### config.mk
export PLATFORM = sky130hd
export DESIGN_NAME = serial_image_loader_checksum_flat
export DESIGN_NICKNAME = d
export VERILOG_FILES = /design/src/rtl/sil_pkg.sv /design/src/rtl/sil_rx_if.sv /design/src/rtl/sil_in_reg.sv /design/src/rtl/sil_core.sv /design/src/rtl/sil_out_reg.sv /design/src/rtl/serial_image_loader_checksum.sv /design/src/flat_wrapper.sv
export SDC_FILE = /design/constraint.sdc
export NUM_CORES = 1
export LEC_CHECK = 0
export BUFFER_PORTS_ARGS = -buffer_cell sky130_fd_sc_hd__buf_2
export CORE_AREA = 2 2 193 195
export CTS_CLUSTER_SIZE = 24
export DETAILED_ROUTE_END_ITERATION = 6
export DIE_AREA = 0 0 195 197
export GPL_TIMING_DRIVEN = 0
export HOLD_SLACK_MARGIN = 0.02
export PLACE_DENSITY = 0.73
export SLEW_MARGIN = 20
export SYNTH_ARGS = -nofsm -noshare
export SYNTH_HDL_FRONTEND = slang
export SYNTH_SLANG_ARGS = --single-unit
### constraint.sdc
create_clock -name clk -period 5.55 [get_ports clk]
set_input_delay 0 -clock clk [delete_from_list [all_inputs] [get_ports clk]]
set_output_delay 0 -clock clk [all_outputs]
set_load 0.02 [all_outputs]
### src/rtl/sil_pkg.sv
// Shared types and constants for the serial image loader.
// No dependencies; compiled before every other file of the block.
`timescale 1ns / 1ps

package sil_pkg;

  localparam int ADDRESS_WIDTH = 64;
  localparam int SUM_WIDTH     = 40;
  localparam int SIZE_WIDTH    = 32;
  localparam int CFG_WIDTH     = 64;

  localparam logic [2:0] HDR_LAST      = 3'd7;
  localparam logic [2:0] HDR_SIZE_LAST = 3'd3;

  typedef enum logic {
    PH_HEADER,
    PH_PAYLOAD
  } phase_t;

  // input stage contents handed to the core
  typedef struct packed {
    logic       valid;
    logic [7:0] data;
  } stage_t;

  typedef struct packed {
    logic                     write_valid;
    logic [ADDRESS_WIDTH-1:0] write_address;
    logic [7:0]               write_data;
    logic                     done_res;
    logic                     checksum_ok;
    logic [SUM_WIDTH-1:0]     computed_sum;
  } result_t;

endpackage

### src/rtl/sil_rx_if.sv
// Channel interfaces: received byte requests and loader results.
// Depends on sil_pkg for widths.
`timescale 1ns / 1ps

interface sil_rx_if;
  logic       valid;
  logic       ready;
  logic [7:0] rx_byte;

  modport source (output valid, output rx_byte, input ready);
  modport sink   (input valid, input rx_byte, output ready);
endinterface

interface sil_res_if import sil_pkg::*; ();
  logic                     valid;
  logic                     ready;
  logic                     write_valid;
  logic [ADDRESS_WIDTH-1:0] write_address;
  logic [7:0]               write_data;
  logic                     done_res;
  logic                     checksum_ok;
  logic [SUM_WIDTH-1:0]     computed_sum;

  modport source (output valid, output write_valid, output write_address,
                  output write_data, output done_res, output checksum_ok,
                  output computed_sum, input ready);
  modport sink   (input valid, input write_valid, input write_address,
                  input write_data, input done_res, input checksum_ok,
                  input computed_sum, output ready);
endinterface

### src/rtl/sil_in_reg.sv
// Input register stage for received bytes.
// Depends on sil_pkg and sil_rx_if.
`timescale 1ns / 1ps

module sil_in_reg import sil_pkg::*; (
  input  logic   clk,
  input  logic   rst,
  sil_rx_if.sink rx,
  input  logic   take,
  output stage_t stage
);

  logic       valid;
  logic [7:0] data;

  assign rx.ready = !valid || take;
  assign stage    = '{valid: valid, data: data};

  always_ff @(posedge clk) begin
    if (rst) begin
      valid <= 1'b0;
    end else if (rx.valid && rx.ready) begin
      valid <= 1'b1;
    end else if (take) begin
      valid <= 1'b0;
    end
  end

  always_ff @(posedge clk) begin
    if (rx.valid && rx.ready) begin
      data <= rx.rx_byte;
    end
  end

endmodule

### src/rtl/sil_core.sv
// Loader state: header parse, payload address/sum, verdict.
// Depends on sil_pkg.
`timescale 1ns / 1ps

module sil_core import sil_pkg::*; (
  input  logic                 clk,
  input  logic                 rst,
  input  logic                 cfg_we,
  input  logic [CFG_WIDTH-1:0] cfg_wdata,
  input  stage_t               stage,
  input  logic                 out_free,
  output logic                 take,
  output logic                 res_valid,
  output result_t              res
);

  phase_t                phase, phase_next;
  logic [2:0]            header_count, header_count_next;
  logic [SIZE_WIDTH-1:0] image_size, image_size_next;
  logic [SIZE_WIDTH-1:0] expected_checksum, expected_checksum_next;
  logic [SIZE_WIDTH-1:0] bytes_received, bytes_received_next;
  logic [SUM_WIDTH-1:0]  running_sum, running_sum_next;
  logic [CFG_WIDTH-1:0]  load_address;

  logic [SUM_WIDTH-1:0]  sum_inc;
  logic [SIZE_WIDTH-1:0] count_inc;
  logic [CFG_WIDTH-1:0]  addr_full;
  logic                  last_byte;
  logic [4:0]            lane;

  assign take      = stage.valid && out_free;
  assign sum_inc   = running_sum + {{(SUM_WIDTH-8){1'b0}}, stage.data};
  assign count_inc = bytes_received + {{(SIZE_WIDTH-1){1'b0}}, 1'b1};
  assign addr_full = load_address + {{(CFG_WIDTH-SIZE_WIDTH){1'b0}}, bytes_received};
  assign last_byte = (count_inc == image_size);
  assign lane      = {header_count[1:0], 3'b000};

  // next state
  always_comb begin
    phase_next             = phase;
    header_count_next      = header_count;
    image_size_next        = image_size;
    expected_checksum_next = expected_checksum;
    bytes_received_next    = bytes_received;
    running_sum_next       = running_sum;
    if (take) begin
      case (phase)
        PH_HEADER: begin
          if (header_count <= HDR_SIZE_LAST) begin
            image_size_next[lane +: 8] = stage.data;
          end else begin
            expected_checksum_next[lane +: 8] = stage.data;
          end
          if (header_count == HDR_LAST) begin
            header_count_next   = '0;
            bytes_received_next = '0;
            running_sum_next    = '0;
            if (image_size != '0) begin
              phase_next = PH_PAYLOAD;
            end
          end else begin
            header_count_next = header_count + 3'd1;
          end
        end
        PH_PAYLOAD: begin
          running_sum_next    = sum_inc;
          bytes_received_next = count_inc;
          if (last_byte) begin
            phase_next        = PH_HEADER;
            header_count_next = '0;
          end
        end
        default: begin
          phase_next = PH_HEADER;
        end
      endcase
    end
  end

  // result
  always_comb begin
    res_valid = 1'b0;
    res       = '0;
    case (phase)
      PH_HEADER: begin
        // empty image: verdict on the last header byte
        if (header_count == HDR_LAST && image_size == '0) begin
          res_valid       = take;
          res.done_res    = 1'b1;
          res.checksum_ok = ({stage.data, expected_checksum[23:0]} == '0);
        end
      end
      PH_PAYLOAD: begin
        res_valid         = take;
        res.write_valid   = 1'b1;
        res.write_address = addr_full[ADDRESS_WIDTH-1:0];
        res.write_data    = stage.data;
        res.computed_sum  = sum_inc;
        res.done_res      = last_byte;
        // negative checksum never matches
        res.checksum_ok   = last_byte && !expected_checksum[SIZE_WIDTH-1] &&
                            (sum_inc == {{(SUM_WIDTH-SIZE_WIDTH){1'b0}}, expected_checksum});
      end
      default: begin
        res_valid = 1'b0;
      end
    endcase
  end

  always_ff @(posedge clk) begin
    if (rst) begin
      phase             <= PH_HEADER;
      header_count      <= '0;
      image_size        <= '0;
      expected_checksum <= '0;
      bytes_received    <= '0;
      running_sum       <= '0;
      load_address      <= '0;
    end else begin
      phase             <= phase_next;
      header_count      <= header_count_next;
      image_size        <= image_size_next;
      expected_checksum <= expected_checksum_next;
      bytes_received    <= bytes_received_next;
      running_sum       <= running_sum_next;
      if (cfg_we) begin
        load_address <= cfg_wdata;
      end
    end
  end

endmodule

### src/rtl/sil_out_reg.sv
// Result register driving the result channel.
// Depends on sil_pkg and sil_res_if.
`timescale 1ns / 1ps

module sil_out_reg import sil_pkg::*; (
  input  logic       clk,
  input  logic       rst,
  input  logic       load,
  input  result_t    res_in,
  sil_res_if.source  res,
  output logic       out_free
);

  logic    valid;
  result_t data;

  assign out_free          = !valid || res.ready;
  assign res.valid         = valid;
  assign res.write_valid   = data.write_valid;
  assign res.write_address = data.write_address;
  assign res.write_data    = data.write_data;
  assign res.done_res      = data.done_res;
  assign res.checksum_ok   = data.checksum_ok;
  assign res.computed_sum  = data.computed_sum;

  always_ff @(posedge clk) begin
    if (rst) begin
      valid <= 1'b0;
    end else if (load) begin
      valid <= 1'b1;
    end else if (res.ready) begin
      valid <= 1'b0;
    end
  end

  always_ff @(posedge clk) begin
    if (load) begin
      data <= res_in;
    end
  end

endmodule

### src/rtl/serial_image_loader_checksum.sv
// Top level of the serial image loader with additive checksum.
// Depends on sil_pkg, sil_rx_if, sil_in_reg, sil_core, sil_out_reg.
//
// Usage:
//   rx  : one received byte per request (valid/ready). Bytes 0..3 are the
//         little-endian image size, 4..7 the signed checksum, then payload.
//   res : one result per payload byte (a write at load address + index, with
//         the running sum); the last one carries done_res and checksum_ok.
//         An empty image gives a single verdict on the eighth header byte.
//   cfg : cfg_we/cfg_wdata write the 64-bit load address; write it only
//         while no byte is in flight.
// Timing: a taken request is held in the input register, processed by the core
//   and its result registered in the result register, so res.valid rises once
//   the result is registered. While res.ready stays high, one byte per cycle is
//   sustained; the input register and the result register each hold one entry.
// Reset (rst, synchronous) empties both registers, clears the load address
//   and returns to header reception. When the receiver stalls, the result
//   holds, an empty input register takes one more byte, then rx.ready drops.
`timescale 1ns / 1ps

module serial_image_loader_checksum import sil_pkg::*; (
  input  logic                 clk,
  input  logic                 rst,
  input  logic                 cfg_we,
  input  logic [CFG_WIDTH-1:0] cfg_wdata,
  sil_rx_if.sink               rx,
  sil_res_if.source            res
);

  stage_t  stage;
  result_t core_res;
  logic    take;
  logic    core_valid;
  logic    out_free;

  sil_in_reg u_in_reg (
    .clk   (clk),
    .rst   (rst),
    .rx    (rx),
    .take  (take),
    .stage (stage)
  );

  sil_core u_core (
    .clk       (clk),
    .rst       (rst),
    .cfg_we    (cfg_we),
    .cfg_wdata (cfg_wdata),
    .stage     (stage),
    .out_free  (out_free),
    .take      (take),
    .res_valid (core_valid),
    .res       (core_res)
  );

  sil_out_reg u_out_reg (
    .clk      (clk),
    .rst      (rst),
    .load     (core_valid),
    .res_in   (core_res),
    .res      (res),
    .out_free (out_free)
  );

endmodule

### src/flat_wrapper.sv
// flat-port wrapper written by rule: the top's interface ports become plain ports
module serial_image_loader_checksum_flat import sil_pkg::*;
  (clk, rst, cfg_we, cfg_wdata, rx_valid, rx_rx_byte, rx_ready, res_valid, res_write_valid, res_write_address, res_write_data, res_done_res, res_checksum_ok, res_computed_sum, res_ready);
  sil_rx_if rx_i ();
  sil_res_if res_i ();
  input  logic clk;
  input  logic rst;
  input  logic cfg_we;
  input  logic [CFG_WIDTH-1:0] cfg_wdata;
  input wire logic [$bits(rx_i.valid)-1:0] rx_valid;
  input wire logic [$bits(rx_i.rx_byte)-1:0] rx_rx_byte;
  output wire logic [$bits(rx_i.ready)-1:0] rx_ready;
  output wire logic [$bits(res_i.valid)-1:0] res_valid;
  output wire logic [$bits(res_i.write_valid)-1:0] res_write_valid;
  output wire logic [$bits(res_i.write_address)-1:0] res_write_address;
  output wire logic [$bits(res_i.write_data)-1:0] res_write_data;
  output wire logic [$bits(res_i.done_res)-1:0] res_done_res;
  output wire logic [$bits(res_i.checksum_ok)-1:0] res_checksum_ok;
  output wire logic [$bits(res_i.computed_sum)-1:0] res_computed_sum;
  input wire logic [$bits(res_i.ready)-1:0] res_ready;
  assign rx_i.valid = rx_valid;
  assign rx_i.rx_byte = rx_rx_byte;
  assign rx_ready = rx_i.ready;
  assign res_valid = res_i.valid;
  assign res_write_valid = res_i.write_valid;
  assign res_write_address = res_i.write_address;
  assign res_write_data = res_i.write_data;
  assign res_done_res = res_i.done_res;
  assign res_checksum_ok = res_i.checksum_ok;
  assign res_computed_sum = res_i.computed_sum;
  assign res_i.ready = res_ready;
  serial_image_loader_checksum u_core (.clk(clk), .rst(rst), .cfg_we(cfg_we), .cfg_wdata(cfg_wdata), .rx(rx_i), .res(res_i));
endmodule
After elaboration in Yosys (flattened, before gate mapping)
Cells that the tools add are included.
{"block": "op_classes", "bitwise_logic": 2, "n_lt_le_gt_ge": 1, "reduce_logical": 19, "n_eq_ne": 5, "shifts": 2, "n_mux": 22, "n_addsub": 5}
{"op": "case mux 40 bit (2 select lines)", "count": 1}
{"op": "two-way mux 73 bit", "count": 1}
{"op": "adder 64 x 32 -> 64 bit", "count": 1}
{"op": "bitwise mux 32 bit", "count": 2}
{"op": "logical NOT 32 bit", "count": 2}
{"op": "case mux 32 bit (2 select lines)", "count": 1}
{"op": "adder 40 x 8 -> 40 bit", "count": 1}
{"op": "== test 40 x 32 -> 1 bit", "count": 1}
{"op": "two-way mux 40 bit", "count": 1}
{"op": "adder 32 x 1 -> 32 bit, second input constant", "count": 1}
{"op": "== test 32 bit", "count": 1}
{"op": "two-way mux 32 bit", "count": 1}
{"op": "nonzero test 32 bit", "count": 1}
{"op": "variable shift 8 x 7 -> 32 bit, first input constant", "count": 1}
{"op": "indexed part select 8 x 7 -> 32 bit", "count": 1}
{"op": "two-way mux 1 bit", "count": 8}
{"op": "negator 5 -> 7 bit", "count": 1}
{"op": "two-way mux 3 bit", "count": 2}
{"op": "case mux 3 bit (2 select lines)", "count": 1}
{"op": "AND reduction 3 bit", "count": 2}
{"op": "logical AND 1 bit", "count": 5}
{"op": "case mux 1 bit (2 select lines)", "count": 2}
{"op": "case mux 2 bit (2 select lines)", "count": 1}
{"op": "AND reduction 2 bit", "count": 2}
{"op": "10 further kinds", "count": 15}
{"block": "word_totals", "output_inout_bits": 117, "elab_cells": 72, "register_bits": 329}

Longest topological paths before layout
Gate-level depths: netlist of run 1.
{"block": "depth", "ltp_word": 6, "depth_mapped": 13}

Cells and area by module
A second synthesis of run 1 with hierarchy kept.
{"block": "hier_totals", "hier_cells": 2040, "area_unflattened_um2": 17870.9}
{"module": "sil_core", "cells_each": 1907, "n_inst": 1, "area_per_inst_um2": 14068.5}
{"module": "sil_out_reg", "cells_each": 119, "n_inst": 1, "area_per_inst_um2": 3499.6}
{"module": "sil_in_reg", "cells_each": 14, "n_inst": 1, "area_per_inst_um2": 302.8}

Worst setup path after synthesis of run 1
Ideal clock, no wire load.
{"block": "synth_path", "path_kind": "register to register", "from": "reg u_core.u_core.header_count[0]", "to": "reg u_core.u_out_reg.data, in the netlist u_core.u_out_reg.res.checksum_ok (enable)", "arrival_ps": 3766, "path_stages_with_launch": 8, "setup_slack_ps": 1316, "t_required_ps": 5082, "path_buffers": 1, "setup_ps": 468, "path_cell_list": "dfxtp_1 -> ha_1 -> ha_1 -> nor2_1 -> nor2_1 -> clkbuf_1 -> o21ai_0 -> inv_1"}
{"block": "synth_via", "elab_chain_cells": 4}
{"element": "from (decl)", "line_no": "sil_core.sv:18", "source": "logic [2:0] header_count, header_count_next;"}
{"element": "from (signal assigned)", "line_no": "sil_core.sv:121", "source": "header_count <= header_count_next;"}
{"element": "== test 3 bit", "line_no": "sil_core.sv:87", "source": "if (header_count == HDR_LAST && image_size == '0) begin"}
{"element": "logical AND 1 bit", "line_no": "sil_core.sv:87"}
{"element": "two-way mux 1 bit", "line_no": "sil_core.sv:87"}
{"element": "case mux 1 bit (2 select lines)", "line_no": "sil_core.sv:84", "source": "case (phase)"}
{"element": "named net u_core.core_valid", "line_no": "serial_image_loader_checksum.sv:33", "source": "logic core_valid;"}
{"element": "to (signal assigned)", "line_no": "sil_out_reg.sv:38", "source": "data <= res_in;"}
{"element": "to (decl)", "line_no": "sil_out_reg.sv:15", "source": "result_t data;"}
The timed path passes the listed nets, and every way through them passes these cells.
A chain may end at the register's enable or synchronous reset.

==> impl_metrics.yaml, run 1 <==
hold_path:
  worstHoldStart: "rx_rx_byte[5]"
  whs_path_depth: 2
  hold_class: "in2reg"
  whs_endpoint: "u_core.u_in_reg.data[5]"
logic_synthesis:
  ys_seq_area_share_pct: 43.5
  synthFlopType: "dfxtp_1"
  postSynthCellCount: 2077
  synthesis.area_sq_um: 18000
  synthArstFlopShare_pct: 0
  yosysUniqueCellTypes: 80
  synth_edf_count: 123
  synth_nets: 2204
  yosys_warnings: 0
  syn_avg_cell_area_sq_um: 8.65
  ys_ff_latch: 329
route:
  drtPass1Iterations: 5
  wl_mm: 60.7
  detail_route.wl_per_cell_um: 21.1
  final_antenna_net_count: 0
  drc: 0
  drt_iter0_drc: 1638
  vias_per_cell: 5.89
  vias: 17000
grt:
  top_usage_layer: "met2"
  met2_usage_pct: 48.1
  antenna_found_initial: 0
  grt_util_met3_pct: 6.91
  grt_pass1_wl_mm: 91.6
  met1_usage_pct: 42.4
  grt_pass1_vias: 15900
  grt_util_all_layers_pct: 31.0
  grt_max_degree: 67
  grt_overflow: 0
cts:
  cts_max_level: 2
  clock_sinks: 329
  cts_buffers: 37
  cts-root-buf: "clkbuf_16"
  cts_tree: "yes"
  insertion_delay_ps: 550
  postCtsSetupBuffers: 0
  cts.clk_slew.worst_paths_ps: 60
  cts_buffer_depth: 3
pwr:
  peakVddDrop_uv: 247
  intPower_mw: 4.10
  pwr-share-comb_pct: 5.5
  p_seq_share_pct: 48.3
  p_clk_share_pct: 46.2
  swShare_pct: 22.8
  switchingPower_mw: 1.21
  power_leakage_nw: 8.30
  power.density_nw_per_um2: 247
worst_setup_path:
  reg2reg_to: "u_core.u_out_reg.res.checksum_ok"
  reg2reg_depth: 11
  cp.required_ps: 5890
  r2r_setup_slack_ps: 630
  start_kind: "flop"
  critPathCaptureType: "flop"
  worstPathArrival_ps: 5250
  reg2reg_from: "u_core.u_in_reg.data[5]"
  crit_fanout: 9
  crit_type: "reg2reg"
final_layout:
  nets: 2510
  area_delta_synth_final_pct: 19.6
  diodes: 0
  nFillCells: 3244
  final_common_cell: "nor2_1"
  mostFrequentLayoutCells: "nor2_1, buf_2, dfxtp_1, a21oi_1, nand2_1"
  finalNonFillerCells: 2880
  stdcell_area_sq_um: 21500
  layout-drive-gt1-share_pct: 11.8
timing:
  slew_headroom_pct: 20.4
  fin_crit_ps: 4920
  period_share_pct: 88.6
  tightestPinTransition_ps: 1190
  hold_viol_final: 0
  max_freq_mhz: 203
  rsz0062_at_grt: "no"
  skew_ps: 14.2
  final_max_slew_viol_count: 0
  setup_viol: 0
floorplanning:
  die_y_um: 197
  start_util_pct: 49.6
  die_width_um: 195
  die_area_sq_um: 38400
  core_area_sq_um: 36300
  placementRows: 70
  ios: 194
placed_design:
  portBuffers: 191
  hpwl_mm: 44.4
  post_dp_cell_area_sq_um: 19600
  placed_cells: 2737
  place_congestion: 0.972
flow_run:
  max_cap_viol_count: 0
status:
  status: "complete, no violations"
[final cells by class]
type | instances | area, sq um | share of cell area, %
plain buffers | 125 | 492 | 2.29
flip-flops and latches | 329 | 7820 | 36.4
clock buffers | 56 | 1050 | 4.88
clock inverters | 12 | 135 | 0.629
repair buffers | 267 | 1730 | 8.07
well taps | 468 | 586 | 2.72
inverters | 31 | 121 | 0.565
multi-input cells | 1592 | 9560 | 44.5
[critical path, cell delays in order (launching register included)]
cell and delay, ps:
edfxtp_1 610, ha_1 380, clkbuf_1 360, o21ai_1 160
a211oi_1 500, nand2_1 410, nor4_1 520, xnor2_1 240
a2111oi_0 760, and4b_1 310, nand4b_1 150, o21ai_1 310
[synthesized netlist by cell type, types with 4 or more instances]
library cell	count	area (sq um)
nand4_1	39	244
and2_1	28	175
xnor2_1	80	701
a22oi_1	17	128
o31a_1	4	35.0
nor2_1	390	1460
or2_2	4	25.0
or4_1	12	90.1
o21ai_0	78	390
clkbuf_1	104	390
o2111ai_1	6	52.6
a311oi_1	9	78.8
o21a_1	7	52.6
o21ai_1	7	35.0
and3_1	21	131
inv_1	30	113
a21oi_1	177	886
nand2b_1	15	93.8
mux2i_1	74	741
nor3b_1	10	75.1
o211ai_1	8	60.1
a31oi_1	8	50.1
or3_1	19	119
nand3_1	54	270
nand3b_1	10	75.1
buf_2	18	90.1
a211oi_1	11	82.6
o22ai_1	4	25.0
nor4_1	44	275
nor3_1	48	240
ha_1	48	601
nor2b_1	10	62.6
nand2_1	174	653
dfxtp_1	206	4120
edfxtp_1	123	3690
o31ai_1	14	105
and4_1	10	87.6
a21o_1	24	180
xor2_1	67	587
[power groups by stage]
stage / registers (mW) / clock network [mW] / logic, mW
4_1_cts: 2.56 / 2.49 / 0.289
5_1_grt: 2.57 / 2.57 / 0.322
3_3_place_gp: 2.61 / 0 / 0.240
2_1_floorplan: 2.60 / 0 / 0.165
3_5_place_dp: 2.61 / 0 / 0.246
6_report: 2.56 / 2.46 / 0.294
[sequential cells by signal, summed over array words and instances, names as in the netlist]
signal	count
u_core.u_core.image_size	32
u_core.u_out_reg.res.done_res	1
u_core.u_core.header_count	3
u_core.u_out_reg.res.write_data	8
u_core.u_out_reg.res.checksum_ok	1
u_core.u_in_reg.valid	1
u_core.u_core.running_sum	40
u_core.u_out_reg.res.valid	1
u_core.u_in_reg.data	8
u_core.u_core.phase	1
u_core.u_core.load_address	64
u_core.u_out_reg.res.write_valid	1
u_core.u_out_reg.res.write_address	64
u_core.u_out_reg.res.computed_sum	40
u_core.u_core.bytes_received	32
u_core.u_core.expected_checksum	32
[how the worst max path moves through the flow]
stage	from	end	slack (ps)
floorplan	u_core.u_core.header_count[0]	u_core.u_out_reg.res.checksum_ok	1320
global placement	u_core.u_core.phase	u_core.u_out_reg.res.write_address[54]	-870
detailed placement	u_core.u_in_reg.data[5]	u_core.u_out_reg.res.checksum_ok	890
CTS	u_core.u_in_reg.data[5]	u_core.u_out_reg.res.checksum_ok	860
global route	u_core.u_in_reg.data[6]	u_core.u_out_reg.res.checksum_ok	480
finish	u_core.u_in_reg.data[5]	u_core.u_out_reg.res.checksum_ok	630
[cell families after synthesis]
family | Yosys count | synth area share, %
flip-flops | 329 | 43.5
XOR/XNOR | 148 | 7.29
adder cells (fa/ha/maj) | 50 | 3.56
multiplexers | 75 | 4.18
AND/OR/NAND/NOR | 911 | 24.2
AO/OA/AOI/OAI | 408 | 13.9
buffers and inverters | 156 | 3.38
[through the flow]
step | hold WS (ps) | total power, mW | setup slack, ps | setup TNS [ps] | utilization (%)
after floorplan | 98.9 | 2.76 | 1320 | 0 | -
after global placement | 176 | 2.85 | -870 | -98030 | 53.8
after detailed placement | 178 | 2.86 | 886 | 0 | 53.9
after CTS | 141 | 5.34 | 861 | 0 | 59.3
after global routing | 182 | 5.46 | 476 | 0 | 59.3
final | 169 | 5.31 | 633 | 0 | 59.3
[repair_timing]
action,4_1_cts,5_1_grt
hold endpoints to repair,82,0
hold buffers,75,0
gates resized for setup,0,0
[per-layer routing]
layer	part of all wire (%)	up-vias	wire length, um
li1	-	8019	-
met5	0	-	0
met1	43	7978	26400
met2	43	849	26400
met4	3.6	0	2200
met3	9.6	120	5800
Note: power is estimated with default switching activity, not from simulation.
==> run 2, diff against run 1 <==
PLACE_DENSITY = 0.69   (was 0.73)
==> run 2 against run 1 <==
Compared with the run above:
- wire length rose by 3.2%
- via count rose by 0.51%
- first-iteration DRC count fell by 17%
- global-route usage is 1.3 points higher
- count of clock-buffer cells in the layout decreased by 4
- register-to-register slack worse by 300 ps
- setup slack lost 300 ps
- maximum frequency decreased by 5.8%
- final cell count unchanged
- sequential power about the same
- clock power up 7%
- critical path type unchanged
- critical endpoint unchanged
- largest power group is now clock
==> impl_metrics.yaml, run 2 (synthesis results as in run 1) <==
cts:
  cts.clk_slew.worst_paths_ps: 60
  cts_tree: "yes"
  cts_resized: 0
  insertion_delay_ps: 570
  cts-root-buf: "clkbuf_16"
  clock_sinks: 329
  cts_buffer_depth: 3
  cts_max_level: 2
  cts_buffers: 38
route:
  final_antenna_net_count: 0
  drc: 0
  detail_route.wl_per_cell_um: 21.8
  drt_iter0_drc: 1352
  vias_per_cell: 5.92
  vias: 17100
  drtPass1Iterations: 6
  wl_mm: 62.7
floorplanning:
  start_util_pct: 49.6
  die_width_um: 195
  placementRows: 70
  die_y_um: 197
  core_area_sq_um: 36300
  ios: 194
  die_area_sq_um: 38400
placed_design:
  place_congestion: 0.945
  hpwl_mm: 45.8
  post_dp_cell_area_sq_um: 19600
  portBuffers: 191
pwr:
  switchingPower_mw: 1.26
  power_leakage_nw: 8.37
  power.density_nw_per_um2: 254
  intPower_mw: 4.24
  peakVddDrop_uv: 231
  p_seq_share_pct: 46.7
  pwr-share-comb_pct: 5.3
  p_clk_share_pct: 47.9
  swShare_pct: 22.9
final_layout:
  nFillCells: 3271
  final_common_cell: "nor2_1"
  layout-drive-gt1-share_pct: 12.2
  multiInputGateArea_sq_um: 9550
  stdcell_area_sq_um: 21600
  nets: 2511
  seqCellArea_sq_um: 7820
  diodes: 0
  area_delta_synth_final_pct: 20.2
  mostFrequentLayoutCells: "nor2_1, buf_2, dfxtp_1, a21oi_1, nand2_1"
hold_path:
  hold_class: "in2reg"
timing:
  final.setup.tns_ps: 0
  max_freq_mhz: 191
  final_max_slew_viol_count: 0
  slew_headroom_pct: 14.9
  fin_crit_ps: 5220
  period_share_pct: 94.1
  holdWs_ps: 130
  skew_ps: 21.1
  hold_viol_final: 0
  setup_viol: 0
  tightestPinTransition_ps: 1280
  rsz0062_at_grt: "no"
worst_setup_path:
  critPathCaptureType: "flop"
  worstPathArrival_ps: 5590
  crit_fanout: 9
  crit_type: "reg2reg"
  r2r_setup_slack_ps: 330
  start_kind: "flop"
  cp.required_ps: 5920
grt:
  grt_pass1_vias: 16100
  antenna_found_initial: 0
  grt_overflow: 0
  grt_pass1_wl_mm: 94.6
  grt_util_all_layers_pct: 32.3
  grt_max_degree: 65
flow_run:
  max_cap_viol_count: 0
status:
  status: "complete, no violations"
-- run 2: layer usage --
metal / share of wire, % / wire length (um) / track usage, %
met5: 0 / 0 / 0
met4: 2.6 / 1620 / 9.36
met3: 8.1 / 5050 / 5.30
met2: 44 / 27800 / 51.3
met1: 45 / 28200 / 45.6
-- run 2: final timing paths --
kind / depth (start not counted) / to / start
worst min register to register: 0 / u_core.u_out_reg.res.write_valid / u_core.u_core.phase
worst min-delay path: 2 / u_core.u_in_reg.data[3] / rx_rx_byte[3]
worst max register to register: 11 / u_core.u_out_reg.res.checksum_ok / u_core.u_in_reg.data[5]
worst max-delay path: 11 / u_core.u_out_reg.res.checksum_ok / u_core.u_in_reg.data[5]
-- run 2: power groups by stage --
stage / clock (mW) / sequential, mW / combinational, mW
3_3_place_gp: 0 / 2.61 / 0.241
3_5_place_dp: 0 / 2.61 / 0.247
2_1_floorplan: 0 / 2.60 / 0.165
6_report: 2.63 / 2.57 / 0.293
5_1_grt: 2.76 / 2.57 / 0.321
4_1_cts: 2.67 / 2.56 / 0.289
-- run 2: what timing repair did --
action | 4_1_cts | 5_1_grt
setup buffers | 0 | 0
endpoints found under the hold margin | 82 | 0
hold buffers | 75 | 0
-- run 2: per-stage QoR --
| stage | instances | total power, mW | setup slack (ps) | util, % |
|---|---|---|---|---|
| finish | 2880 | 5.49 | 328 | 59.6 |
| CTS | 2880 | 5.52 | 511 | 59.6 |
| global placement | 2736 | 2.85 | -883 | 53.8 |
| global route | 2880 | 5.65 | 273 | 59.6 |
| detailed placement | 2737 | 2.86 | 534 | 53.9 |
| floorplan | 2077 | 2.76 | 1320 | - |
-- run 2: cell type report --
| class | count | share of cell area (%) |
|---|---|---|
| timing repair buffer | 267 | 8.03 |
| multi-input combinational | 1592 | 44.2 |
| inverter | 31 | 0.562 |
| tap | 468 | 2.71 |
| buffer | 125 | 2.28 |
| clock buffer | 52 | 5.12 |
| clock inverter | 16 | 0.886 |
| sequential | 329 | 36.2 |
-- run 2: worst max-delay path, stage by stage (launching register included) --
cell and delay [ps]:
edfxtp_1 610, ha_1 380, clkbuf_1 340, o21ai_1 160
a21oi_1 490, o21ai_0 400, nor4_1 680, xor2_1 360
a2111oi_0 890, and4b_1 330, nand4b_1 130, o21ai_1 260
==> run 3, diff against run 2 <==
BUFFER_PORTS_ARGS = -buffer_cell sky130_fd_sc_hd__clkbuf_2   (was -buffer_cell sky130_fd_sc_hd__buf_2)
==> run 3 against run 2 <==
Compared with the run above:
- register-to-register slack gained 560 ps
- combinational power is essentially flat
- sequential power is essentially flat
- total power is essentially flat
- largest cell class unchanged
- design area is essentially flat
==> impl_metrics.yaml, run 3 (synthesis results as in run 1) <==
floorplanning:
  die_width_um: 195
  start_util_pct: 49.6
  ios: 194
  die_y_um: 197
  placementRows: 70
  die_area_sq_um: 38400
  core_area_sq_um: 36300
pwr:
  p_seq_share_pct: 46.7
  p_total_mw: 5.49
  power_leakage_nw: 8.36
  intPower_mw: 4.25
  swShare_pct: 22.7
  switchingPower_mw: 1.25
  p_clk_share_pct: 48.0
  pwr-share-comb_pct: 5.3
  power.density_nw_per_um2: 254
  peakVddDrop_uv: 194
placed_design:
  post_dp_cell_area_sq_um: 19600
  place_congestion: 0.973
  hpwl_mm: 45.4
  portBuffers: 191
worst_setup_path:
  r2r_setup_slack_ps: 890
  crit_fanout: 10
  worstPathArrival_ps: 4930
  cpMaxStageDelayCell: "a2111oi_1"
  worstSetupPathDepth: 13
  reg2reg_to: "u_core.u_out_reg.res.write_address[52]"
  critPathBufInv: 2
  slowest_delay_ps: 1090
  crit_top_cell: "a21oi_1"
  crit_type: "reg2reg"
  crit_family: "compound AO/OA/AOI/OAI gates"
  start_kind: "flop"
  reg2reg_depth: 13
  path_cells: "ha_1 > inv_1 > fa_1 > nor2b_1 > o31a_1 > o21ai_0 > a2111oi_1 > o21ai_1 > a21oi_1 > nor3_1 > clkbuf_1 > o31ai_1 > a21oi_1"
  critPathCaptureType: "flop"
  cp.required_ps: 5820
  reg2reg_from: "u_core.u_core.bytes_received[0]"
route:
  vias_per_cell: 5.88
  vias: 17000
  wl_mm: 61.9
  drc: 0
  detail_route.wl_per_cell_um: 21.5
  drtPass1Iterations: 7
  drt_iter0_drc: 1368
  final_antenna_net_count: 0
final_layout:
  diodes: 0
  stdcell_area_sq_um: 21600
  area_delta_synth_final_pct: 20.2
  nets: 2512
  nFillCells: 3292
  final_common_cell: "nor2_1"
  layout-drive-gt1-share_pct: 12.2
  mostFrequentLayoutCells: "nor2_1, dfxtp_1, clkbuf_2, a21oi_1, nand2_1"
flow_run:
  max_cap_viol_count: 0
hold_path:
  whs_endpoint: "u_core.u_in_reg.data[3]"
  worstHoldStart: "rx_rx_byte[3]"
  whs_path_depth: 2
  hold_class: "in2reg"
timing:
  final.setup.tns_ps: 0
  slew_headroom_pct: 19.9
  skew_ps: 18.2
  final_max_slew_viol_count: 0
  max_freq_mhz: 215
  tightestPinTransition_ps: 1200
  hold_viol_final: 0
  setup_viol: 0
  fin_crit_ps: 4660
  period_share_pct: 83.9
  rsz0062_at_grt: "no"
cts:
  clock_sinks: 329
  insertion_delay_ps: 560
  cts_buffers: 39
  cts_buffer_depth: 3
  cts_tree: "yes"
  cts-root-buf: "clkbuf_16"
  cts.clk_slew.worst_paths_ps: 60
  cts_resized: 0
  cts_max_level: 2
grt:
  grt_pass1_vias: 16000
  grt_util_all_layers_pct: 31.8
  grt_max_degree: 69
  grt_pass1_wl_mm: 93.8
  antenna_found_initial: 2
  grt_overflow: 0
status:
  status: "complete, no violations"
==> run 3: worst max path at each step <==
stage | start | endpoint | slack [ps]
finish | u_core.u_core.bytes_received[0] | u_core.u_out_reg.res.write_address[52] | 890
global route | u_core.u_core.bytes_received[0] | u_core.u_out_reg.res.write_address[62] | 590
CTS | u_core.u_core.bytes_received[0] | u_core.u_out_reg.res.write_address[52] | 990
detailed placement | u_core.u_core.bytes_received[0] | u_core.u_out_reg.res.write_address[52] | 1010
global placement | u_core.u_core.phase | u_core.u_out_reg.res.write_address[41] | -840
floorplan | u_core.u_core.header_count[0] | u_core.u_out_reg.res.checksum_ok | 1320
==> run 3: per-layer routing <==
| layer | wire length [um] | GRT usage, % | vias to the layer above |
|---|---|---|---|
| met4 | 1620 | 9.30 | 2 |
| met2 | 27300 | 50.1 | 779 |
| met5 | 7 | 0 | - |
| li1 | - | - | 8037 |
| met1 | 27400 | 44.8 | 8033 |
| met3 | 5590 | 5.80 | 104 |
==> run 3: final cells by class <==
class | count | area (sq um) | area share (%)
clock buffer | 53 | 1110 | 5.14
multi-input combinational | 1592 | 9550 | 44.2
buffer | 125 | 492 | 2.28
inverter | 31 | 121 | 0.562
timing repair buffer | 267 | 1730 | 8.03
tap | 468 | 586 | 2.71
clock inverter | 18 | 196 | 0.909
sequential | 329 | 7820 | 36.2
==> run 3: stage by stage <==
stage               cells  utilization [%]  hold slack, ps  worst slack [ps]
CTS                  2883             59.6             127               990
finish               2883             59.6             165               892
global route         2883             59.6             155               588
floorplan            2077                -            98.9              1320
global placement     2736             53.8             177              -840
detailed placement   2737             53.9             179              1010
==> run 3: repair_timing <==
item                                   in CTS  in global routing
endpoints found under the hold margin      82                  0
buffers inserted                            0                  0
hold buffers                               75                  0
==> run 3: power groups by stage <==
stage	Combinational [mW]	Sequential, mW	Clock, mW
2_1_floorplan	0.165	2.60	0
3_3_place_gp	0.241	2.61	0
3_5_place_dp	0.246	2.62	0
4_1_cts	0.289	2.56	2.67
5_1_grt	0.322	2.57	2.76
6_report	0.294	2.57	2.64
